File: config.mk
export PLATFORM = sky130hd
export DESIGN_NAME = interval_max_clique_sweep_core
export DESIGN_NICKNAME = d
export VERILOG_FILES = /design/src/hw/rtl/imcs_pkg.sv /design/src/hw/rtl/interval_max_clique_sweep_core.sv /design/src/hw/rtl/imcs_ram.sv /design/src/hw/rtl/imcs_front.sv /design/src/hw/rtl/imcs_back.sv
export VERILOG_INCLUDE_DIRS = /design/src /design/src/hw/rtl
export SDC_FILE = /design/constraint.sdc
export NUM_CORES = 1
export LEC_CHECK = 0
export BUFFER_PORTS_ARGS = -buffer_cell sky130_fd_sc_hd__buf_2
export CAP_MARGIN = 10
export CORE_MARGIN = 3
export CORE_UTILIZATION = 45
export CTS_CLUSTER_DIAMETER = 100
export DETAILED_ROUTE_END_ITERATION = 12
export PLACE_DENSITY = 0.67
export SYNTH_ARGS = -nofsm -noshare
export SYNTH_HDL_FRONTEND = slang
export SYNTH_HIERARCHICAL = 1
export SYNTH_SLANG_ARGS = --single-unit
File: constraint.sdc
create_clock -name clk -period 15.4 [get_ports clk]
set_clock_uncertainty 0.2 [all_clocks]
set_input_delay 3.08 -clock clk [delete_from_list [all_inputs] [get_ports clk]]
set_output_delay 3.08 -clock clk [all_outputs]
set_load 0.02 [all_outputs]
File: src/hw/rtl/interval_max_clique_sweep_core_assert.svh
// Assertion helpers used by imcs_back; they expect clk and rst_n in scope.
`ifndef INTERVAL_MAX_CLIQUE_SWEEP_CORE_ASSERT_SVH
`define INTERVAL_MAX_CLIQUE_SWEEP_CORE_ASSERT_SVH

// Same-cycle implication.
`define IMCS_ASSERT_IMP(lbl, ante, cons, msg) \
  lbl: assert property (@(posedge clk) disable iff (!rst_n) (ante) |-> (cons)) \
    else $error(msg);

// Next-cycle implication.
`define IMCS_ASSERT_NXT(lbl, ante, cons, msg) \
  lbl: assert property (@(posedge clk) disable iff (!rst_n) (ante) |=> (cons)) \
    else $error(msg);

`endif

File: src/hw/rtl/imcs_pkg.sv
package imcs_pkg;

  // Operation kind carried in the input tuser bit.
  typedef enum logic {
    OP_ARRIVE = 1'b0,
    OP_FINISH = 1'b1
  } imcs_op_t;

  // Back-end sequencer states.
  typedef enum logic [3:0] {
    ST_IDLE   = 4'b0001,
    ST_PASS   = 4'b0010,
    ST_APPEND = 4'b0100,
    ST_EMPTY  = 4'b1000
  } imcs_state_t;

endpackage

File: src/hw/rtl/interval_max_clique_sweep_core.sv
// Interval clique sweep. Send intervals (item id, entry, exit) in nondecreasing
// entry order with in_tuser low, and a finish item with in_tuser high to close
// the run. The core keeps up to MAX_OPEN open intervals in arrival order in one
// single-port-write, registered-read RAM. When an arrival sees an open interval
// whose exit is at or before its entry, and the newest open interval has not
// yet been reported, the whole open set is sent out as one clique, one member
// per output item, in arrival order, tlast on the final member; the expired
// intervals are then dropped and the new one appended. Finish sends the open
// set as the final clique (a single item with tlast and the empty flag when
// nothing is open) and clears everything, including the overflow flag.
// An arrival that finds the set full after expiry is dropped and sets the
// sticky overflow flag, which every output item carries as it stood before.
// Sequence: an arrival that expires nothing is appended as it is accepted. One
// that expires something walks the open set through the RAM read port, one
// entry a cycle while the output takes its items, emitting and compacting in
// the same pass, and then appends the new interval in a separate step. Finish
// walks the open set the same way, or sends the empty item when nothing is
// open. Output back-pressure stalls the walk while it emits.
// A two-item queue sits in front, so up to two items are taken while a walk runs.
// No clearing pass after reset is needed: only entries below the count are
// ever read.
module interval_max_clique_sweep_core
  import imcs_pkg::*;
#(
  parameter int MAX_OPEN   = 32,
  parameter int ID_WIDTH   = 10,
  parameter int TIME_WIDTH = 16
) (
  input  logic clk,
  input  logic rst_n,
  // item in
  input  logic                                           in_tvalid,
  output logic                                           in_tready,
  // tdata, low bit up: item_id, entry_time, exit_time, zero padding
  input  logic [((ID_WIDTH+2*TIME_WIDTH+7)/8)*8-1:0]     in_tdata,
  // tuser: command (0 arrival, 1 finish)
  input  logic                                           in_tuser,
  // clique members out
  output logic                                           out_tvalid,
  input  logic                                           out_tready,
  // tdata, low bit up: member_id, zero padding
  output logic [((ID_WIDTH+7)/8)*8-1:0]                  out_tdata,
  // tlast: last_member
  output logic                                           out_tlast,
  // tuser, low bit up: empty_clique, overflow
  output logic [1:0]                                     out_tuser
);

  localparam int IN_DW  = ((ID_WIDTH + 2 * TIME_WIDTH + 7) / 8) * 8;
  localparam int OUT_DW = ((ID_WIDTH + 7) / 8) * 8;

  logic                  q_valid;
  logic                  q_ready;
  imcs_op_t              q_kind;
  logic [ID_WIDTH-1:0]   q_id;
  logic [TIME_WIDTH-1:0] q_entry;
  logic [TIME_WIDTH-1:0] q_exit;
  logic [ID_WIDTH-1:0]   out_id;
  logic                  out_empty;
  logic                  out_ovf;

  // front: takes items, decodes the command, queues them
  imcs_front #(
    .ID_WIDTH   (ID_WIDTH),
    .TIME_WIDTH (TIME_WIDTH),
    .DATA_WIDTH (IN_DW)
  ) u_front (
    .clk       (clk),
    .rst_n     (rst_n),
    .in_tvalid (in_tvalid),
    .in_tready (in_tready),
    .in_tdata  (in_tdata),
    .in_tuser  (in_tuser),
    .q_valid   (q_valid),
    .q_ready   (q_ready),
    .q_kind    (q_kind),
    .q_id      (q_id),
    .q_entry   (q_entry),
    .q_exit    (q_exit)
  );

  // back: open-set RAM, emit/compact walk, output register
  imcs_back #(
    .MAX_OPEN   (MAX_OPEN),
    .ID_WIDTH   (ID_WIDTH),
    .TIME_WIDTH (TIME_WIDTH)
  ) u_back (
    .clk       (clk),
    .rst_n     (rst_n),
    .q_valid   (q_valid),
    .q_ready   (q_ready),
    .q_kind    (q_kind),
    .q_id      (q_id),
    .q_entry   (q_entry),
    .q_exit    (q_exit),
    .out_valid (out_tvalid),
    .out_ready (out_tready),
    .out_id    (out_id),
    .out_last  (out_tlast),
    .out_empty (out_empty),
    .out_ovf   (out_ovf)
  );

  assign out_tdata = OUT_DW'(out_id);
  assign out_tuser = {out_ovf, out_empty};

endmodule

File: src/hw/rtl/imcs_ram.sv
module imcs_ram #(
  parameter int WIDTH = 26,
  parameter int DEPTH = 32
) (
  input  logic                     clk,
  input  logic                     wr_en,
  input  logic [$clog2(DEPTH)-1:0] wr_addr,
  input  logic [WIDTH-1:0]         wr_data,
  input  logic                     rd_en,
  input  logic [$clog2(DEPTH)-1:0] rd_addr,
  output logic [WIDTH-1:0]         rd_data
);

  logic [WIDTH-1:0] mem [DEPTH];
  logic [WIDTH-1:0] rd_data_r;

  always_ff @(posedge clk) begin
    if (wr_en) begin
      mem[wr_addr] <= wr_data;
    end
    if (rd_en) begin
      rd_data_r <= mem[rd_addr];
    end
  end

  assign rd_data = rd_data_r;

endmodule

File: src/hw/rtl/imcs_front.sv
module imcs_front
  import imcs_pkg::*;
#(
  parameter int ID_WIDTH   = 10,
  parameter int TIME_WIDTH = 16,
  parameter int DATA_WIDTH = 48
) (
  input  logic                  clk,
  input  logic                  rst_n,
  input  logic                  in_tvalid,
  output logic                  in_tready,
  input  logic [DATA_WIDTH-1:0] in_tdata,
  input  logic                  in_tuser,
  output logic                  q_valid,
  input  logic                  q_ready,
  output imcs_op_t              q_kind,
  output logic [ID_WIDTH-1:0]   q_id,
  output logic [TIME_WIDTH-1:0] q_entry,
  output logic [TIME_WIDTH-1:0] q_exit
);

  // two-entry queue between the input port and the sequencer
  localparam int QD = 2;

  imcs_op_t              kind_r  [QD];
  logic [ID_WIDTH-1:0]   id_r    [QD];
  logic [TIME_WIDTH-1:0] entry_r [QD];
  logic [TIME_WIDTH-1:0] exit_r  [QD];

  logic       wp_r, wp_nxt;
  logic       rp_r, rp_nxt;
  logic [1:0] fill_r, fill_nxt;
  logic       push, pop;
  imcs_op_t   kind_in;

  assign kind_in   = (in_tuser == 1'b1) ? OP_FINISH : OP_ARRIVE;
  assign in_tready = (fill_r != 2'(QD));
  assign q_valid   = (fill_r != 2'd0);
  assign push      = in_tvalid && in_tready;
  assign pop       = q_valid && q_ready;

  assign q_kind  = kind_r[rp_r];
  assign q_id    = id_r[rp_r];
  assign q_entry = entry_r[rp_r];
  assign q_exit  = exit_r[rp_r];

  always_comb begin
    wp_nxt   = push ? ~wp_r : wp_r;
    rp_nxt   = pop ? ~rp_r : rp_r;
    fill_nxt = fill_r;
    if (push && !pop) begin
      fill_nxt = fill_r + 2'd1;
    end else if (pop && !push) begin
      fill_nxt = fill_r - 2'd1;
    end
  end

  always_ff @(posedge clk) begin
    if (!rst_n) begin
      wp_r   <= 1'b0;
      rp_r   <= 1'b0;
      fill_r <= 2'd0;
    end else begin
      wp_r   <= wp_nxt;
      rp_r   <= rp_nxt;
      fill_r <= fill_nxt;
    end
  end

  always_ff @(posedge clk) begin
    if (push) begin
      kind_r[wp_r]  <= kind_in;
      id_r[wp_r]    <= in_tdata[ID_WIDTH-1:0];
      entry_r[wp_r] <= in_tdata[ID_WIDTH+TIME_WIDTH-1:ID_WIDTH];
      exit_r[wp_r]  <= in_tdata[ID_WIDTH+2*TIME_WIDTH-1:ID_WIDTH+TIME_WIDTH];
    end
  end

endmodule

File: src/hw/rtl/imcs_back.sv
`include "interval_max_clique_sweep_core_assert.svh"

module imcs_back
  import imcs_pkg::*;
#(
  parameter int MAX_OPEN   = 32,
  parameter int ID_WIDTH   = 10,
  parameter int TIME_WIDTH = 16
) (
  input  logic                  clk,
  input  logic                  rst_n,
  input  logic                  q_valid,
  output logic                  q_ready,
  input  imcs_op_t              q_kind,
  input  logic [ID_WIDTH-1:0]   q_id,
  input  logic [TIME_WIDTH-1:0] q_entry,
  input  logic [TIME_WIDTH-1:0] q_exit,
  output logic                  out_valid,
  input  logic                  out_ready,
  output logic [ID_WIDTH-1:0]   out_id,
  output logic                  out_last,
  output logic                  out_empty,
  output logic                  out_ovf
);

  localparam int AW = $clog2(MAX_OPEN);
  localparam int CW = $clog2(MAX_OPEN + 1);
  localparam int MW = ID_WIDTH + TIME_WIDTH;
  localparam logic [CW-1:0] MAX_CNT = CW'(MAX_OPEN);

  imcs_state_t state_r, state_nxt;

  logic [CW-1:0]         cnt_r, cnt_nxt;
  logic [TIME_WIDTH-1:0] min_r, min_nxt;
  logic                  newest_r, newest_nxt;
  logic                  ovf_r, ovf_nxt;

  logic [ID_WIDTH-1:0]   id_r, id_nxt;
  logic [TIME_WIDTH-1:0] entry_r, entry_nxt;
  logic [TIME_WIDTH-1:0] exit_r, exit_nxt;
  logic                  emit_r, emit_nxt;
  logic                  compact_r, compact_nxt;
  logic                  fin_r, fin_nxt;

  logic [CW-1:0]         rd_ptr_r, rd_ptr_nxt;
  logic                  d_vld_r, d_vld_nxt;
  logic [CW-1:0]         d_idx_r, d_idx_nxt;
  logic [CW-1:0]         w_r, w_nxt;
  logic [TIME_WIDTH-1:0] smin_r, smin_nxt;

  logic                  out_valid_r, out_valid_nxt;
  logic [ID_WIDTH-1:0]   out_id_r, out_id_nxt;
  logic                  out_last_r, out_last_nxt;
  logic                  out_empty_r, out_empty_nxt;
  logic                  out_ovf_r, out_ovf_nxt;

  logic          wr_en, rd_en;
  logic [AW-1:0] wr_addr, rd_addr;
  logic [MW-1:0] wr_data, rd_data;

  logic                  slot_free;
  logic                  expired_q;
  logic                  pass_done;
  logic [ID_WIDTH-1:0]   rd_id;
  logic [TIME_WIDTH-1:0] rd_exit;

  imcs_ram #(
    .WIDTH (MW),
    .DEPTH (MAX_OPEN)
  ) u_open_ram (
    .clk     (clk),
    .wr_en   (wr_en),
    .wr_addr (wr_addr),
    .wr_data (wr_data),
    .rd_en   (rd_en),
    .rd_addr (rd_addr),
    .rd_data (rd_data)
  );

  assign rd_id     = rd_data[ID_WIDTH-1:0];
  assign rd_exit   = rd_data[MW-1:ID_WIDTH];
  assign slot_free = !out_valid_r || out_ready;
  // min_r is the smallest exit of the open set, so one compare tells expiry
  assign expired_q = (cnt_r != '0) && (min_r <= q_entry);
  assign pass_done = !d_vld_r && (rd_ptr_r == cnt_r);

  always_comb begin
    state_nxt     = state_r;
    cnt_nxt       = cnt_r;
    min_nxt       = min_r;
    newest_nxt    = newest_r;
    ovf_nxt       = ovf_r;
    id_nxt        = id_r;
    entry_nxt     = entry_r;
    exit_nxt      = exit_r;
    emit_nxt      = emit_r;
    compact_nxt   = compact_r;
    fin_nxt       = fin_r;
    rd_ptr_nxt    = rd_ptr_r;
    d_vld_nxt     = d_vld_r;
    d_idx_nxt     = d_idx_r;
    w_nxt         = w_r;
    smin_nxt      = smin_r;
    out_valid_nxt = out_valid_r && !out_ready;
    out_id_nxt    = out_id_r;
    out_last_nxt  = out_last_r;
    out_empty_nxt = out_empty_r;
    out_ovf_nxt   = out_ovf_r;
    q_ready       = 1'b0;
    wr_en         = 1'b0;
    wr_addr       = cnt_r[AW-1:0];
    wr_data       = {q_exit, q_id};
    rd_en         = 1'b0;
    rd_addr       = rd_ptr_r[AW-1:0];

    case (state_r)
      ST_IDLE: begin
        q_ready = 1'b1;
        if (q_valid) begin
          id_nxt     = q_id;
          entry_nxt  = q_entry;
          exit_nxt   = q_exit;
          rd_ptr_nxt = '0;
          d_vld_nxt  = 1'b0;
          w_nxt      = '0;
          if (q_kind == OP_FINISH) begin
            fin_nxt     = 1'b1;
            emit_nxt    = 1'b1;
            compact_nxt = 1'b0;
            state_nxt   = (cnt_r == '0) ? ST_EMPTY : ST_PASS;
          end else if (expired_q) begin
            fin_nxt     = 1'b0;
            emit_nxt    = !newest_r;
            compact_nxt = 1'b1;
            state_nxt   = ST_PASS;
          end else if (cnt_r == MAX_CNT) begin
            ovf_nxt = 1'b1;
          end else begin
            // nothing expires: append straight away
            wr_en      = 1'b1;
            cnt_nxt    = cnt_r + 1'b1;
            min_nxt    = (cnt_r == '0 || q_exit < min_r) ? q_exit : min_r;
            newest_nxt = 1'b0;
          end
        end
      end

      ST_PASS: begin
        if (pass_done) begin
          if (fin_r) begin
            cnt_nxt    = '0;
            newest_nxt = 1'b0;
            ovf_nxt    = 1'b0;
            state_nxt  = ST_IDLE;
          end else begin
            cnt_nxt   = w_r;
            min_nxt   = smin_r;
            state_nxt = ST_APPEND;
            if (emit_r) begin
              newest_nxt = 1'b1;
            end
          end
        end else if (!(d_vld_r && emit_r && !slot_free)) begin
          if (d_vld_r) begin
            if (emit_r) begin
              out_valid_nxt = 1'b1;
              out_id_nxt    = rd_id;
              out_last_nxt  = (d_idx_r + 1'b1 == cnt_r);
              out_empty_nxt = 1'b0;
              out_ovf_nxt   = ovf_r;
            end
            // survivors move down; the write slot never passes the read slot
            if (compact_r && rd_exit > entry_r) begin
              wr_en    = 1'b1;
              wr_addr  = w_r[AW-1:0];
              wr_data  = rd_data;
              w_nxt    = w_r + 1'b1;
              smin_nxt = (w_r == '0 || rd_exit < smin_r) ? rd_exit : smin_r;
            end
          end
          if (rd_ptr_r != cnt_r) begin
            rd_en      = 1'b1;
            d_vld_nxt  = 1'b1;
            d_idx_nxt  = rd_ptr_r;
            rd_ptr_nxt = rd_ptr_r + 1'b1;
          end else begin
            d_vld_nxt = 1'b0;
          end
        end
      end

      ST_APPEND: begin
        state_nxt = ST_IDLE;
        if (cnt_r == MAX_CNT) begin
          ovf_nxt = 1'b1;
        end else begin
          wr_en      = 1'b1;
          wr_data    = {exit_r, id_r};
          cnt_nxt    = cnt_r + 1'b1;
          min_nxt    = (cnt_r == '0 || exit_r < min_r) ? exit_r : min_r;
          newest_nxt = 1'b0;
        end
      end

      ST_EMPTY: begin
        if (slot_free) begin
          out_valid_nxt = 1'b1;
          out_id_nxt    = '0;
          out_last_nxt  = 1'b1;
          out_empty_nxt = 1'b1;
          out_ovf_nxt   = ovf_r;
          cnt_nxt       = '0;
          newest_nxt    = 1'b0;
          ovf_nxt       = 1'b0;
          state_nxt     = ST_IDLE;
        end
      end

      default: begin
        state_nxt = ST_IDLE;
      end
    endcase
  end

  always_ff @(posedge clk) begin
    if (!rst_n) begin
      state_r     <= ST_IDLE;
      cnt_r       <= '0;
      newest_r    <= 1'b0;
      ovf_r       <= 1'b0;
      d_vld_r     <= 1'b0;
      out_valid_r <= 1'b0;
    end else begin
      state_r     <= state_nxt;
      cnt_r       <= cnt_nxt;
      newest_r    <= newest_nxt;
      ovf_r       <= ovf_nxt;
      d_vld_r     <= d_vld_nxt;
      out_valid_r <= out_valid_nxt;
    end
  end

  always_ff @(posedge clk) begin
    min_r       <= min_nxt;
    id_r        <= id_nxt;
    entry_r     <= entry_nxt;
    exit_r      <= exit_nxt;
    emit_r      <= emit_nxt;
    compact_r   <= compact_nxt;
    fin_r       <= fin_nxt;
    rd_ptr_r    <= rd_ptr_nxt;
    d_idx_r     <= d_idx_nxt;
    w_r         <= w_nxt;
    smin_r      <= smin_nxt;
    out_id_r    <= out_id_nxt;
    out_last_r  <= out_last_nxt;
    out_empty_r <= out_empty_nxt;
    out_ovf_r   <= out_ovf_nxt;
  end

  assign out_valid = out_valid_r;
  assign out_id    = out_id_r;
  assign out_last  = out_last_r;
  assign out_empty = out_empty_r;
  assign out_ovf   = out_ovf_r;

  `IMCS_ASSERT_IMP(a_cnt_bound, 1'b1, cnt_r <= MAX_CNT, "open count above capacity")
  `IMCS_ASSERT_IMP(a_compact_order, (state_r == ST_PASS) && wr_en, (w_r <= d_idx_r) && compact_r, "compaction write ahead of read")
  `IMCS_ASSERT_NXT(a_finish_clears, (state_r == ST_PASS) && pass_done && fin_r, (cnt_r == '0) && !ovf_r && !newest_r, "finish left open state")
  `IMCS_ASSERT_IMP(a_empty_only_when_none, (state_r == ST_EMPTY), cnt_r == '0, "empty marker with open intervals")

endmodule
==> flow_summary.toml <==
[hold_path]
min_path_type = "flip-flop to flip-flop"

[clocking]
hold_buffers = 0
clk_pin_slew_worst_paths_ns = 0.06
post_cts_buffers = 0
htree_levels = 3
cts_tree = "done"
cts_resized = 0
insertion_delay_ns = 0.67
cts_sinks = 1071
root_buffer = "clkbuf_16"
clockBufferDepth = 3
numCtsBuffers = 100

[grt]
grt_pass1_vias = 23640
grt_antenna_before_repair = 0
grt_max_degree = 135
grt_usage_pct = 17.57
grt_pass1_wl_um = 138700
grt_overflow_total = 0

[timing]
tightest_slew_ns = 1.204
whs_ns = 0.2376
maxSlewHeadroom_pct = 19.74
grt_setup_unrepaired = "false"
setup_viol = 0
min_period_ns = 6.294
maxSlewViolCount = 0
finalHoldViolCount = 0
fin_setup_tns_ns = 0
fin_crit_sh_pct = 40.87
max_freq_ghz = 0.1589

[die]
start_util_pct = 45.51
die_y_um = 319.0
io_pins = 74
core_area_um2 = 96850
dieArea_um2 = 101700
num_rows = 114
floorplan.die.width_um = 319.0

[synthesis]
syn-cell-area_um2 = 44070
ys.warnings.count = 6
netlist_instances = 2695
synth-seq-cells = 1071
ys_types = 71
syn_avg_cell_area_um2 = 16.35
synth_edf_count = 1052
ys.flop_type = "edfxtp_1"
async_flop_share_pct = 0
synth_seq_area_share_pct = 72.54

[setup_path]
crit_fanout = 34
worstSetupEndpointType = "flip-flop"
crit_arrival_ns = 6.42
critPathBufInv = 3
slowest_stage = "nand3b_1"
required_ns = 15.53
path_common_cell = "buf_4"
path_cells = "buf_2 -> nor2b_1 -> a21oi_1 -> o31a_1 -> nand2_1 -> a31oi_2 -> buf_4 -> o21ai_0 -> nand3b_1 -> nor2_2 -> buf_4"
crit_family = "simple AND/OR/NAND/NOR gates"
start_kind = "input port"
criticalPathCategory = "input port to flip-flop"
max_stage_delay_ns = 0.58

[finish]
multi_input_area_um2 = 11160
diodes = 0
final_util_pct = 50.63
syn_to_final_growth_pct = 11.26
ff_latch_area_um2 = 31970
fillers = 7721
drive_gt1_share_pct = 13.12
nets = 2918

[pwr]
p_switching_w = 0.002767
clkPwrFrac_pct = 27.8
internal_power_w = 0.005905
pwr-share-seq_pct = 43.8
switching_share_pct = 31.91
leakage_nw = 17.16
p_per_area_nw_per_um2 = 176.8
p_comb_share_pct = 28.5
ir_drop_mv = 0.1667

[drt]
dr.pass1.iters = 6
post-route-drc-count = 0
routed_wl_um = 90520
dr_total_vias = 23230
wl_per_cell_um = 21.86
drt_iter0_drc = 2029
viasPerCell = 5.610
ant_nets = 0

[place]
routabilityCongestion = 0.8557
post-dp-hpwl_um = 56420
io_buffers = 61

[outcome]
status = "completed"

[flow_run]
max-cap-violations = 0
## metrics by stage
stage               cells  setup WS [ns]  area [um2]  power, W
floorplan            2700          8.562       44090  0.005592
global placement     3954          8.577       45770  0.006223
detailed placement   3954          8.543       45770  0.006304
CTS                  4140          9.222       49010  0.008712
global route         4141          8.966       49040  0.009071
finish               4141          9.106       49040  0.008672
## final cells by class
type	count	area share, %
tap	1276	3.256
inverter	74	0.5664
multi-input combinational	1414	22.75
clock inverter	62	1.220
sequential	1071	65.20
timing repair buffer	120	1.618
clock buffer	124	5.394
## cells in the final DEF, fill, tap and decap left out, drive strengths merged, types with 4 or more instances in the layout
master / count
bufinv: 8
a221o: 19
a22oi: 80
nand4: 13
and2: 11
mux2: 47
a22o: 73
dfxtp: 19
o21a: 8
and3: 8
conb: 6
xor2: 16
xnor2: 12
nand3b: 7
clkbuf: 124
nand3: 97
nor3: 30
buf: 120
o21ai: 18
a21boi: 6
a211oi: 5
clkinv: 48
inv: 75
nor2: 81
mux2i: 416
ha: 84
nand2: 112
nor2b: 19
nand2b: 10
nor4b: 4
clkinvlp: 5
or2: 6
a21oi: 115
a21o: 37
a31oi: 34
o211ai: 7
edfxtp: 1052
## path summary, 6_finish.rpt
kind                     start                       endpoint  slack [ns]  cells after the start
hold / removal    u_back/ovf_r                 u_back/out_ovf        0.24                      0
setup / recovery    out_tready  u_back/u_open_ram/mem[17][12]        9.11                     11
setup reg to reg     flip-flop  u_back/u_open_ram/mem[17][12]       10.17                     12
hold reg to reg   u_back/ovf_r                 u_back/out_ovf        0.24                      0
## cells by family after synthesis
family	share of synthesized area, %
buffers and inverters	2.544
AO/OA/AOI/OAI	6.734
adder cells (fa/ha/maj)	2.385
XOR/XNOR	0.5564
AND/OR/NAND/NOR	4.585
other	0.008509
multiplexers	10.65
flip-flops	72.54
## worst register-to-register path, stage by stage (launching register included)
cell	delay, ns
dfxtp_2	0.97
mux2_2	0.34
inv_1	0.05
ha_1	0.31
nand4_1	0.21
nor4_1	0.45
a21boi_0	0.27
o31a_1	0.32
nand3_1	0.13
nand2_1	0.21
nand3b_1	0.52
nor2_2	0.48
buf_4	0.40
## registers in the layout, indices dropped and copies added (netlist names), 4 cells and up, named ones only
name,count
u_back/entry_r,16
u_front/id_r,20
u_front/exit_r,32
u_front/entry_r,32
u_back/state_r,4
u_back/exit_r,16
u_back/id_r,10
u_back/rd_ptr_r,6
u_back/d_idx_r,6
u_back/out_id,10
u_back/smin_r,16
u_back/u_open_ram/mem,832
u_back/w_r,6
u_back/min_r,16
u_back/u_open_ram/rd_data,26
u_back/cnt_r,6
## power by group through the flow
| stage | Sequential, W | Combinational (W) | Clock [W] |
|---|---|---|---|
| after floorplan | 0.00379 | 0.00180 | 0 |
| after global placement | 0.00384 | 0.00238 | 0 |
| after detailed placement | 0.00385 | 0.00245 | 0 |
| after CTS | 0.00380 | 0.00246 | 0.00246 |
| after global routing | 0.00382 | 0.00267 | 0.00258 |
| final | 0.00380 | 0.00247 | 0.00241 |
## cells in the mapped netlist, types with 8 or more instances
cell type	number	share of area [%]
edfxtp_1	1052	72
mux2i_1	416	9.4
a21oi_1	115	1.3
nand2_1	112	0.95
nand3_1	97	1.1
ha_1	84	2.4
nor2_1	81	0.69
a22oi_1	80	1.4
a22o_1	73	1.5
inv_1	73	0.62
mux2_2	47	1.2
buf_4	44	0.75
clkbuf_1	39	0.33
a21o_1	37	0.63
buf_2	34	0.39
a31oi_1	33	0.47
nor3_1	30	0.34
a221o_1	19	0.43
dfxtp_1	19	0.86
nor2b_1	18	0.26
o21ai_0	16	0.18
xor2_1	16	0.32
buf_6	14	0.36
nand4_1	13	0.18
xnor2_1	12	0.24
and2_1	10	0.14
buf_1	9	0.077
nand2b_1	9	0.13
and3_1	8	0.11
o21a_1	8	0.14
## metal layers
layer | up-vias | part of all wire [%] | wire (um) | GRT usage, %
met2 | 645 | 50 | 44810 | 30.20
met1 | 11750 | 42 | 38170 | 23.13
li1 | 10690 | - | - | -
met3 | 148 | 5.6 | 5078 | 2.392
met5 | - | 0 | 0 | 0
met4 | 0 | 2.7 | 2465 | 5.905
Note: power is estimated with default switching activity, not from simulation.
